==> src/design/lce_pkg.sv <==
// Shared types, constants and helpers of the console line editor.
package lce_pkg;

    localparam int LINE_BYTES  = 32;
    localparam int LEN_W       = $clog2(LINE_BYTES);
    localparam int TAB_STOP    = 8;
    localparam int TAB_BITS    = $clog2(TAB_STOP);
    localparam int QUEUE_DEPTH = 4;
    localparam int QPTR_W      = $clog2(QUEUE_DEPTH);
    localparam int CFG_W       = 5;
    localparam int MAX_ARGS    = 16;

    localparam logic [7:0] KEY_ETX   = 8'h03;
    localparam logic [7:0] KEY_NAK   = 8'h15;
    localparam logic [7:0] KEY_ETB   = 8'h17;
    localparam logic [7:0] KEY_BS    = 8'h08;
    localparam logic [7:0] KEY_DEL   = 8'h7F;
    localparam logic [7:0] KEY_CR    = 8'h0D;
    localparam logic [7:0] KEY_LF    = 8'h0A;
    localparam logic [7:0] KEY_TAB   = 8'h09;
    localparam logic [7:0] KEY_SPACE = 8'h20;

    localparam logic [1:0] CFG_EDIT   = 2'd0;
    localparam logic [1:0] CFG_MAXARG = 2'd1;
    localparam logic [1:0] CFG_PROMPT = 2'd2;

    typedef enum logic [2:0] {
        KIND_ECHO    = 3'd0,
        KIND_SPACES  = 3'd1,
        KIND_ERASE   = 3'd2,
        KIND_BELL    = 3'd3,
        KIND_NEWLINE = 3'd4,
        KIND_LINE    = 3'd5,
        KIND_ABORT   = 3'd6
    } kind_t;

    typedef enum logic [2:0] {
        CLS_CHAR  = 3'd0,
        CLS_ENTER = 3'd1,
        CLS_ABORT = 3'd2,
        CLS_KILL  = 3'd3,
        CLS_WORD  = 3'd4,
        CLS_DEL   = 3'd5
    } cls_t;

    typedef struct packed {
        cls_t       cls;
        logic [7:0] key;
    } req_t;

    typedef struct packed {
        kind_t      kind;
        logic [7:0] chr;
        logic [7:0] run;
        logic       start;
        logic [4:0] num;
        logic       outside;
        logic       many;
        logic       last;
    } res_t;

    typedef struct packed {
        logic       edit;
        logic [4:0] max_args;
        logic [2:0] prompt;
    } cfg_t;

    function automatic logic is_space(input logic [7:0] c);
        return (c == KEY_SPACE) || (c == KEY_TAB);
    endfunction

endpackage

==> src/design/lce_ram.sv <==
// Generic single-write, single-read RAM with registered read data.
module lce_ram #(
    parameter int WIDTH = 8,
    parameter int DEPTH = 32
) (
    input  logic                     clk,
    input  logic                     we,
    input  logic [$clog2(DEPTH)-1:0] waddr,
    input  logic [WIDTH-1:0]         wdata,
    input  logic [$clog2(DEPTH)-1:0] raddr,
    output logic [WIDTH-1:0]         rdata
);

    logic [WIDTH-1:0] mem [DEPTH];

    always_ff @(posedge clk)
    begin
        if (we)
        begin
            mem[waddr] <= wdata;
        end
        rdata <= mem[raddr];
    end

endmodule

==> src/design/lce_front.sv <==
// Front end: classifies key bytes and queues the requests for the back end.
module lce_front (
    input  logic          clk,
    input  logic          rst_n,
    input  logic          key_valid,
    output logic          key_stall,
    input  logic [7:0]    key_byte,
    output logic          q_valid,
    output lce_pkg::req_t q_data,
    input  logic          q_pop
);
    import lce_pkg::*;

    req_t              q_mem [QUEUE_DEPTH];
    logic [QPTR_W-1:0] wr_ptr_reg, wr_ptr_next;
    logic [QPTR_W-1:0] rd_ptr_reg, rd_ptr_next;
    logic [QPTR_W:0]   count_reg, count_next;
    logic              push;
    req_t              req;

    always_comb
    begin
        req.key = key_byte;
        case (key_byte)
            KEY_CR, KEY_LF:  req.cls = CLS_ENTER;
            KEY_ETX:         req.cls = CLS_ABORT;
            KEY_NAK:         req.cls = CLS_KILL;
            KEY_ETB:         req.cls = CLS_WORD;
            KEY_BS, KEY_DEL: req.cls = CLS_DEL;
            default:         req.cls = CLS_CHAR;
        endcase
    end

    assign key_stall = (count_reg == (QPTR_W+1)'(QUEUE_DEPTH));
    assign push      = key_valid && !key_stall;
    assign q_valid   = (count_reg != '0);
    assign q_data    = q_mem[rd_ptr_reg];

    always_comb
    begin
        wr_ptr_next = push ? wr_ptr_reg + 1'b1 : wr_ptr_reg;
        rd_ptr_next = q_pop ? rd_ptr_reg + 1'b1 : rd_ptr_reg;
        count_next  = count_reg;
        if (push && !q_pop)
        begin
            count_next = count_reg + 1'b1;
        end
        else if (!push && q_pop)
        begin
            count_next = count_reg - 1'b1;
        end
    end

    always_ff @(posedge clk)
    begin
        if (push)
        begin
            q_mem[wr_ptr_reg] <= req;
        end
    end

    always_ff @(posedge clk or negedge rst_n)
    begin
        if (!rst_n)
        begin
            wr_ptr_reg <= '0;
            rd_ptr_reg <= '0;
            count_reg  <= '0;
        end
        else
        begin
            wr_ptr_reg <= wr_ptr_next;
            rd_ptr_reg <= rd_ptr_next;
            count_reg  <= count_next;
        end
    end

endmodule

==> src/design/lce_back.sv <==
// Back end: executes queued requests against the line store and emits results.
module lce_back (
    input  logic          clk,
    input  logic          rst_n,
    input  lce_pkg::cfg_t cfg,
    input  logic          q_valid,
    input  lce_pkg::req_t q_data,
    output logic          q_pop,
    output logic          res_valid,
    input  logic          res_stall,
    output lce_pkg::res_t res
);
    import lce_pkg::*;

    typedef enum logic [14:0] {
        ST_IDLE   = 15'h0001,
        ST_EXEC   = 15'h0002,
        ST_CNT_RD = 15'h0004,
        ST_CNT_US = 15'h0008,
        ST_NL     = 15'h0010,
        ST_LN_RD  = 15'h0020,
        ST_LN_US  = 15'h0040,
        ST_WD_RD  = 15'h0080,
        ST_WD_US  = 15'h0100,
        ST_BS_RD  = 15'h0200,
        ST_BS_US  = 15'h0400,
        ST_ERASE  = 15'h0800,
        ST_RT_RD  = 15'h1000,
        ST_RT_US  = 15'h2000,
        ST_DONE   = 15'h4000
    } state_t;

    state_t           state_reg, state_next;
    req_t             cur_reg, cur_next;
    logic [LEN_W-1:0] len_reg, len_next;
    logic [LEN_W-1:0] idx_reg, idx_next;
    logic [7:0]       col_reg, col_next;
    logic [4:0]       total_reg, total_next;
    logic [4:0]       nargs_reg, nargs_next;
    logic             inarg_reg, inarg_next;
    logic             stopped_reg, stopped_next;
    res_t             pend_reg, pend_next;
    logic             pend_vld_reg, pend_vld_next;
    res_t             out_reg, out_next;
    logic             out_vld_reg, out_vld_next;

    logic             emit;
    res_t             em;
    logic             can_push;
    logic             out_free;
    logic             we;
    logic [LEN_W-1:0] raddr;
    logic [7:0]       rdata;
    logic [7:0]       echo_c;
    logic [7:0]       echo_run;
    logic [8:0]       col_sum;
    logic [7:0]       col_echo;
    logic [7:0]       prompt_col;
    logic [4:0]       maxa;
    logic             many;
    logic             last_idx;
    logic             ws;

    lce_ram #(
        .WIDTH(8),
        .DEPTH(LINE_BYTES)
    ) u_store (
        .clk  (clk),
        .we   (we),
        .waddr(len_reg),
        .wdata(cur_reg.key),
        .raddr(raddr),
        .rdata(rdata)
    );

    // Delete paths read the last character; the walks read at the index.
    assign raddr = (state_reg == ST_WD_RD || state_reg == ST_WD_US ||
                    state_reg == ST_BS_RD || state_reg == ST_BS_US)
                   ? len_reg - 1'b1 : idx_reg;

    assign out_free   = !out_vld_reg || !res_stall;
    assign can_push   = !pend_vld_reg || out_free;
    assign prompt_col = {5'd0, cfg.prompt};
    assign maxa       = (cfg.max_args > 5'(MAX_ARGS)) ? 5'(MAX_ARGS) : cfg.max_args;
    assign many       = (total_reg > maxa);
    assign last_idx   = (idx_reg == len_reg - 1'b1);
    assign ws         = is_space(rdata);

    // Echo of one character: a tab advances to the next tab stop.
    assign echo_c   = (state_reg == ST_RT_US) ? rdata : cur_reg.key;
    assign echo_run = (echo_c == KEY_TAB)
                      ? 8'(TAB_STOP) - 8'(col_reg[TAB_BITS-1:0]) : 8'd1;
    assign col_sum  = {1'b0, col_reg} + {1'b0, echo_run};
    assign col_echo = col_sum[8] ? 8'hFF : col_sum[7:0];

    always_comb
    begin
        state_next   = state_reg;
        cur_next     = cur_reg;
        len_next     = len_reg;
        idx_next     = idx_reg;
        col_next     = col_reg;
        total_next   = total_reg;
        nargs_next   = nargs_reg;
        inarg_next   = inarg_reg;
        stopped_next = stopped_reg;
        q_pop        = 1'b0;
        we           = 1'b0;
        emit         = 1'b0;
        em           = '0;
        em.kind      = KIND_ECHO;

        case (state_reg)
            ST_IDLE:
            begin
                if (q_valid)
                begin
                    q_pop      = 1'b1;
                    cur_next   = q_data;
                    state_next = ST_EXEC;
                end
            end
            ST_EXEC:
            begin
                state_next = ST_DONE;
                case (cur_reg.cls)
                    CLS_CHAR:
                    begin
                        emit = 1'b1;
                        if (len_reg < LEN_W'(LINE_BYTES - 2))
                        begin
                            if (cur_reg.key == KEY_TAB)
                            begin
                                em.kind = KIND_SPACES;
                                em.run  = echo_run;
                            end
                            else
                            begin
                                em.kind = KIND_ECHO;
                                em.chr  = cur_reg.key;
                            end
                            col_next = col_echo;
                            we       = 1'b1;
                            len_next = len_reg + 1'b1;
                        end
                        else
                        begin
                            em.kind = KIND_BELL;
                        end
                    end
                    CLS_ENTER:
                    begin
                        idx_next   = '0;
                        total_next = '0;
                        inarg_next = 1'b0;
                        state_next = (len_reg == '0) ? ST_NL : ST_CNT_RD;
                    end
                    CLS_ABORT:
                    begin
                        emit     = 1'b1;
                        em.kind  = KIND_ABORT;
                        len_next = '0;
                        col_next = prompt_col;
                    end
                    CLS_KILL:
                    begin
                        if (cfg.edit)
                        begin
                            emit     = (col_reg > prompt_col);
                            em.kind  = KIND_ERASE;
                            em.run   = col_reg - prompt_col;
                            col_next = prompt_col;
                            len_next = '0;
                        end
                    end
                    CLS_WORD, CLS_DEL:
                    begin
                        if (cfg.edit)
                        begin
                            if (len_reg == '0)
                            begin
                                emit    = 1'b1;
                                em.kind = KIND_BELL;
                            end
                            else
                            begin
                                state_next = (cur_reg.cls == CLS_WORD) ? ST_WD_RD : ST_BS_RD;
                            end
                        end
                    end
                    default:
                    begin
                        state_next = ST_DONE;
                    end
                endcase
            end
            ST_CNT_RD: state_next = ST_CNT_US;
            ST_CNT_US:
            begin
                if (!ws && !inarg_reg)
                begin
                    total_next = total_reg + 1'b1;
                end
                inarg_next = !ws;
                idx_next   = idx_reg + 1'b1;
                state_next = last_idx ? ST_NL : ST_CNT_RD;
            end
            ST_NL:
            begin
                emit         = 1'b1;
                em.kind      = KIND_NEWLINE;
                em.many      = many;
                idx_next     = '0;
                nargs_next   = '0;
                inarg_next   = 1'b0;
                stopped_next = 1'b0;
                if (len_reg == '0)
                begin
                    col_next   = prompt_col;
                    state_next = ST_DONE;
                end
                else
                begin
                    state_next = ST_LN_RD;
                end
            end
            ST_LN_RD: state_next = ST_LN_US;
            ST_LN_US:
            begin
                emit    = 1'b1;
                em.kind = KIND_LINE;
                em.chr  = rdata;
                em.many = many;
                if (ws)
                begin
                    inarg_next = 1'b0;
                    em.num     = stopped_reg ? maxa : nargs_reg;
                    em.outside = 1'b1;
                end
                else if (!inarg_reg && !stopped_reg && nargs_reg < maxa)
                begin
                    em.start   = 1'b1;
                    em.num     = nargs_reg;
                    nargs_next = nargs_reg + 1'b1;
                    inarg_next = 1'b1;
                end
                else if (!inarg_reg || stopped_reg)
                begin
                    stopped_next = 1'b1;
                    em.num       = maxa;
                    em.outside   = 1'b1;
                end
                else
                begin
                    em.num = nargs_reg - 1'b1;
                end
                idx_next = idx_reg + 1'b1;
                if (last_idx)
                begin
                    len_next   = '0;
                    col_next   = prompt_col;
                    state_next = ST_DONE;
                end
                else
                begin
                    state_next = ST_LN_RD;
                end
            end
            ST_WD_RD: state_next = ST_WD_US;
            ST_WD_US:
            begin
                len_next   = len_reg - 1'b1;
                state_next = (len_reg != LEN_W'(1) && rdata != KEY_SPACE) ? ST_WD_RD : ST_ERASE;
            end
            ST_BS_RD: state_next = ST_BS_US;
            ST_BS_US:
            begin
                len_next = len_reg - 1'b1;
                if (rdata == KEY_TAB)
                begin
                    state_next = ST_ERASE;
                end
                else
                begin
                    emit       = 1'b1;
                    em.kind    = KIND_ERASE;
                    em.run     = 8'd1;
                    col_next   = (col_reg != 8'd0) ? col_reg - 1'b1 : col_reg;
                    state_next = ST_DONE;
                end
            end
            ST_ERASE:
            begin
                emit       = (col_reg > prompt_col);
                em.kind    = KIND_ERASE;
                em.run     = col_reg - prompt_col;
                col_next   = prompt_col;
                idx_next   = '0;
                state_next = (len_reg == '0) ? ST_DONE : ST_RT_RD;
            end
            ST_RT_RD: state_next = ST_RT_US;
            ST_RT_US:
            begin
                emit = 1'b1;
                if (rdata == KEY_TAB)
                begin
                    em.kind = KIND_SPACES;
                    em.run  = echo_run;
                end
                else
                begin
                    em.kind = KIND_ECHO;
                    em.chr  = rdata;
                end
                col_next   = col_echo;
                idx_next   = idx_reg + 1'b1;
                state_next = last_idx ? ST_DONE : ST_RT_RD;
            end
            ST_DONE:
            begin
                if (!pend_vld_reg || out_free)
                begin
                    state_next = ST_IDLE;
                end
            end
            default: state_next = ST_IDLE;
        endcase

        // Hold everything while a result cannot be taken.
        if (emit && !can_push)
        begin
            state_next   = state_reg;
            len_next     = len_reg;
            idx_next     = idx_reg;
            col_next     = col_reg;
            total_next   = total_reg;
            nargs_next   = nargs_reg;
            inarg_next   = inarg_reg;
            stopped_next = stopped_reg;
            we           = 1'b0;
        end
    end

    // One result is held back so that the last one of a request can be marked.
    always_comb
    begin
        pend_next     = pend_reg;
        pend_vld_next = pend_vld_reg;
        out_next      = out_reg;
        out_vld_next  = out_vld_reg && res_stall;
        if (emit && can_push)
        begin
            pend_next     = em;
            pend_vld_next = 1'b1;
            if (pend_vld_reg)
            begin
                out_next      = pend_reg;
                out_next.last = 1'b0;
                out_vld_next  = 1'b1;
            end
        end
        else if (state_reg == ST_DONE && pend_vld_reg && out_free)
        begin
            out_next      = pend_reg;
            out_next.last = 1'b1;
            out_vld_next  = 1'b1;
            pend_vld_next = 1'b0;
        end
    end

    assign res_valid = out_vld_reg;
    assign res       = out_reg;

    always_ff @(posedge clk)
    begin
        cur_reg     <= cur_next;
        idx_reg     <= idx_next;
        total_reg   <= total_next;
        nargs_reg   <= nargs_next;
        inarg_reg   <= inarg_next;
        stopped_reg <= stopped_next;
        pend_reg    <= pend_next;
        out_reg     <= out_next;
    end

    always_ff @(posedge clk or negedge rst_n)
    begin
        if (!rst_n)
        begin
            state_reg    <= ST_IDLE;
            len_reg      <= '0;
            col_reg      <= 8'd2;
            pend_vld_reg <= 1'b0;
            out_vld_reg  <= 1'b0;
        end
        else
        begin
            state_reg    <= state_next;
            len_reg      <= len_next;
            col_reg      <= col_next;
            pend_vld_reg <= pend_vld_next;
            out_vld_reg  <= out_vld_next;
        end
    end

endmodule

==> src/design/console_line_editor_unit.sv <==
// Console line editor: top level with configuration registers and both halves.
//
// Key bytes enter through a four-request queue, so typing is stalled only when
// the queue is full. Every read of the line store takes an address state and
// then a registered-data state; backspace on a plain character reads it once,
// a retype reads each character, and Enter walks the store twice. At most one
// result leaves per cycle, and each request's final result is released once
// the request has finished, with last_result set. The line store is a
// 32-byte RAM; the echo column resets to two prompt columns.
module console_line_editor_unit (
    input  logic       clk,
    input  logic       rst_n,
    input  logic       key_valid,
    output logic       key_stall,
    input  logic [7:0] key_byte,
    input  logic       cfg_we,
    input  logic [1:0] cfg_index,
    input  logic [4:0] cfg_data,
    output logic       res_valid,
    input  logic       res_stall,
    output logic [2:0] result_kind,
    output logic [7:0] char_value,
    output logic [7:0] run_count,
    output logic       argument_start,
    output logic [4:0] argument_number,
    output logic       outside_argument,
    output logic       too_many_arguments,
    output logic       last_result
);
    import lce_pkg::*;

    cfg_t cfg_reg;
    logic q_valid;
    req_t q_data;
    logic q_pop;
    res_t res;

    always_ff @(posedge clk or negedge rst_n)
    begin
        if (!rst_n)
        begin
            cfg_reg.edit     <= 1'b1;
            cfg_reg.max_args <= 5'd8;
            cfg_reg.prompt   <= 3'd2;
        end
        else if (cfg_we)
        begin
            case (cfg_index)
                CFG_EDIT:   cfg_reg.edit     <= cfg_data[0];
                CFG_MAXARG: cfg_reg.max_args <= cfg_data;
                CFG_PROMPT: cfg_reg.prompt   <= cfg_data[2:0];
                default:    cfg_reg          <= cfg_reg;
            endcase
        end
    end

    lce_front u_front (
        .clk      (clk),
        .rst_n    (rst_n),
        .key_valid(key_valid),
        .key_stall(key_stall),
        .key_byte (key_byte),
        .q_valid  (q_valid),
        .q_data   (q_data),
        .q_pop    (q_pop)
    );

    lce_back u_back (
        .clk      (clk),
        .rst_n    (rst_n),
        .cfg      (cfg_reg),
        .q_valid  (q_valid),
        .q_data   (q_data),
        .q_pop    (q_pop),
        .res_valid(res_valid),
        .res_stall(res_stall),
        .res      (res)
    );

    assign result_kind        = res.kind;
    assign char_value         = res.chr;
    assign run_count          = res.run;
    assign argument_start     = res.start;
    assign argument_number    = res.num;
    assign outside_argument   = res.outside;
    assign too_many_arguments = res.many;
    assign last_result        = res.last;

endmodule
==> config.mk <==
export PLATFORM = sky130hd
export DESIGN_NAME = console_line_editor_unit
export DESIGN_NICKNAME = d
export VERILOG_FILES = /design/src/design/lce_pkg.sv /design/src/design/lce_ram.sv /design/src/design/lce_front.sv /design/src/design/lce_back.sv /design/src/design/console_line_editor_unit.sv
export SDC_FILE = /design/constraint.sdc
export NUM_CORES = 1
export LEC_CHECK = 0
export BUFFER_PORTS_ARGS = -buffer_cell sky130_fd_sc_hd__clkbuf_2
export CAP_MARGIN = 25
export CELL_PAD_IN_SITES_DETAIL_PLACEMENT = 1
export CELL_PAD_IN_SITES_GLOBAL_PLACEMENT = 1
export CORE_ASPECT_RATIO = 0.8
export CORE_UTILIZATION = 41
export CTS_BUF_LIST = sky130_fd_sc_hd__clkbuf_4
export CTS_CLUSTER_DIAMETER = 150
export DETAILED_ROUTE_END_ITERATION = 8
export MAX_ROUTING_LAYER = met4
export PLACE_DENSITY = 0.69
export SLEW_MARGIN = 30
export SYNTH_ARGS = -nofsm -noshare
export SYNTH_HDL_FRONTEND = slang
export SYNTH_SLANG_ARGS = --single-unit
==> constraint.sdc <==
create_clock -name clk -period 5.9 [get_ports clk]
set_input_delay 0.885 -clock clk [delete_from_list [all_inputs] [get_ports clk]]
set_output_delay 0.885 -clock clk [all_outputs]
set_load 0.02 [all_outputs]
==> flow_summary.json <==
{
  "layout-drive-gt1-share_pct": 18.2,
  "seq_area_um2": 12800,
  "synthCells": 1481,
  "area_growth_pct": 12.1,
  "synth_area_um2": 19200,
  "netlist.area_leader.share_pct": 60.0,
  "synth.largest_area_cell": "edfxtp_1",
  "worst-path-buf-inv": 2,
  "clock_sinks": 437,
  "mostFrequentLayoutCells": "383 x edfxtp_1, 241 x nand2_1, 161 x clkbuf_4",
  "first_pass_iters": 5,
  "synth_nets": 1532,
  "fin_nets": 1644,
  "core_um2": 45900,
  "wl_mm": 51.3,
  "post_cts_resized": 0,
  "grt_start_max_net_pins": 67,
  "clk_path_buf_depth": 3,
  "post-place-ws_ps": 794,
  "die_area_um2": 47600,
  "initial_core_util_pct": 41.8,
  "stdcell_area_um2": 21500,
  "fillCellCount": 4880,
  "final.min_clock_period_ps": 5190,
  "rows": 70,
  "finalMaxSlewViolations": 0,
  "clock-root-buffer": "clkbuf_4",
  "timing.final.crit_share_pct": 87.9,
  "gr-total-overflow": 0,
  "worst_slew_pin_slew_ps": 913,
  "power.density_nw_per_um2": 414,
  "largest_register_ff_count": 256,
  "io_pins": 50,
  "die_w_um": 244,
  "postPlaceCellArea_um2": 20100,
  "grt_pass1_vias": 13100,
  "dpl.cell_count": 2095,
  "htreeDepth": 3,
  "maxSlewHeadroom_pct": 39.0,
  "synth_edf_count": 383,
  "path_cells": "inv_1, ha_1, inv_1, fa_1, a21o_1, a2111o_1, a211oi_1, nor2_1, nor3_1, nand2_1, nor2_1",
  "drt_iter0_drc": 1131,
  "top_register": "u_back.u_store.mem",
  "path_max_fanout": 10,
  "cts_tree": "done",
  "crit_type": "reg2reg",
  "cts_buffers": 107,
  "status": "completed",
  "clk_pin_slew_ps": 80,
  "max_stage_delay_ps": 730,
  "num_vias": 12800,
  "ys_seq_area_share_pct": 66.9,
  "cpMaxStageDelayCell": "nor2_1",
  "critPathArrivalTime_ps": 5630,
  "fp.dieH_um": 195,
  "syn-mean-instance-area_um2": 12.9,
  "utilization_pct": 46.8,
  "max-cap-violations": 0,
  "finalSetupViolCount": 0,
  "synth_top_flop_cell": "edfxtp_1",
  "fmaxAchievable_ghz": 0.193,
  "hold_viol": 0,
  "setup_slack_ps": 712,
  "hpwl_mm": 34.4,
  "worst_setup_path_start_kind": "flip-flop",
  "netlist-cell-type-count": 79,
  "cts-hold-fix-buffers": 0,
  "grt_pass1_wl_mm": 78.6,
  "drcViolationCount": 0,
  "ant_nets": 0,
  "rsz0062_at_grt": "no",
  "antenna_found_initial": 2,
  "routabilityCongestion": 0.933,
  "clk_latency_ps": 850,
  "post_cts.repair.setup_buffers": 0,
  "yosysWarnings": 0,
  "synth-seq-cells": 437,
  "mostFrequentLayoutCell": "edfxtp_1",
  "ir_drop_v": 0.000288,
  "multi_input_comb_area_um2": 5980,
  "layout.cells.non_filler": 2293,
  "numPortBuffers": 49,
  "crit_family": "simple AND/OR/NAND/NOR gates",
  "wl_per_cell_um": 22.4,
  "async_flop_share_pct": 10.5,
  "synth.area.top_cells": "edfxtp_1 60%, dfrtp_1 5.4%, nand2_1 4.7%, mux2i_1 2.1%, nor2_1 2.1%",
  "hold_path_class": "in2async",
  "worstSetupEndpointType": "flip-flop",
  "p_leak_nw": 7.73,
  "finalSetupTns_ps": 0,
  "grt_usage_pct": 22.6,
  "critPathRequiredTime_ps": 6340,
  "skew_ps": 46.5,
  "viasPerCell": 5.58
}
==> synthesized netlist by cell type (10+ instances only) <==
cell / count
a21oi_1: 45
a31oi_1: 15
a32oi_1: 40
and2_1: 12
buf_2: 15
clkbuf_1: 45
dfrtp_1: 41
edfxtp_1: 383
ha_1: 29
inv_1: 31
mux2_2: 11
mux2i_1: 41
mux4_2: 11
nand2_1: 241
nand2b_1: 12
nand3_1: 71
nand3b_1: 10
nand4_1: 15
nor2_1: 109
nor3_1: 24
nor4_1: 11
o21ai_0: 39
o22ai_1: 10
o31ai_1: 12
xnor2_1: 23
xor2_1: 19
==> kinds of logic (layout without fill, tap and decap cells) <==
kind of cell	Yosys count	in the layout	share of synthesized area (%)
fa+ha+maj	31	31	2.10
mux	63	63	4.08
compound gates	237	237	8.75
flops	437	437	66.9
xor+xnor	42	42	1.92
simple gates	570	570	14.1
buf+inv	101	297	2.15
other cells	0	4	0
==> worst reg2reg max path, delay by kind of cell, from the launching register on <==
kind	cells	cell delay (ps)
AOI/OAI and AO/OA	3	1340
adders and majority gates	2	590
buffers and inverters	2	200
DFF	1	480
and+or+nand+nor	4	2170
==> per-layer routing <==
metal | vias up | GRT usage, % | part of all wire (%)
met5 | - | - | 0
met4 | 0 | 5.23 | 1.1
met1 | 6451 | 32.7 | 48
met3 | 51 | 5.28 | 6.9
li1 | 5885 | - | -
met2 | 409 | 32.0 | 44
==> path summary, 6_finish.rpt <==
kind	from	end	slack (ps)	depth (start not counted)
worst min register to register	u_back.pend_reg[12]$_DFFE_PP_	u_back.res[12]$_DFFE_PP_	420	0
min in group clk	cfg_data[3]	cfg_reg[6]$_DFFE_PN1P_	300	2
worst min-delay path	rst_n	u_back.res_valid$_DFF_PN0_	140	2
worst max-delay path	u_back.col_reg[0]$_DFFE_PN0P_	u_back.u_store.mem[30][3]$_DFFE_PP_	710	11
max in group asynchronous	rst_n	u_front.wr_ptr_reg[1]$_DFFE_PN0P_	5260	2
worst max register to register	u_back.col_reg[0]$_DFFE_PN0P_	u_back.u_store.mem[30][3]$_DFFE_PP_	710	11
==> per-stage QoR <==
step	hold slack, ps	power [mW]
2_1_floorplan	400	5.59
3_3_place_gp	401	6.37
3_5_place_dp	406	6.43
4_1_cts	88.0	9.00
5_1_grt	126	9.36
6_report	144	8.91
==> report_power, final <==
part	switching (mW)	leakage, nW	internal [mW]
Combinational	1.44	2.76	0.660
Clock	1.21	0.833	1.33
Sequential	0.280	4.14	3.98
Total	2.93	7.73	5.97
==> cell type report <==
type                       instances  area share (%)
timing repair buffer              72            1.94
sequential                       437            59.6
tap                              612            3.56
multi-input combinational        943            27.8
clock buffer                     161            5.62
inverter                          32           0.559
antenna                            4          0.0466
clock inverter                    32           0.827
Power figures use the tool's default switching activity.
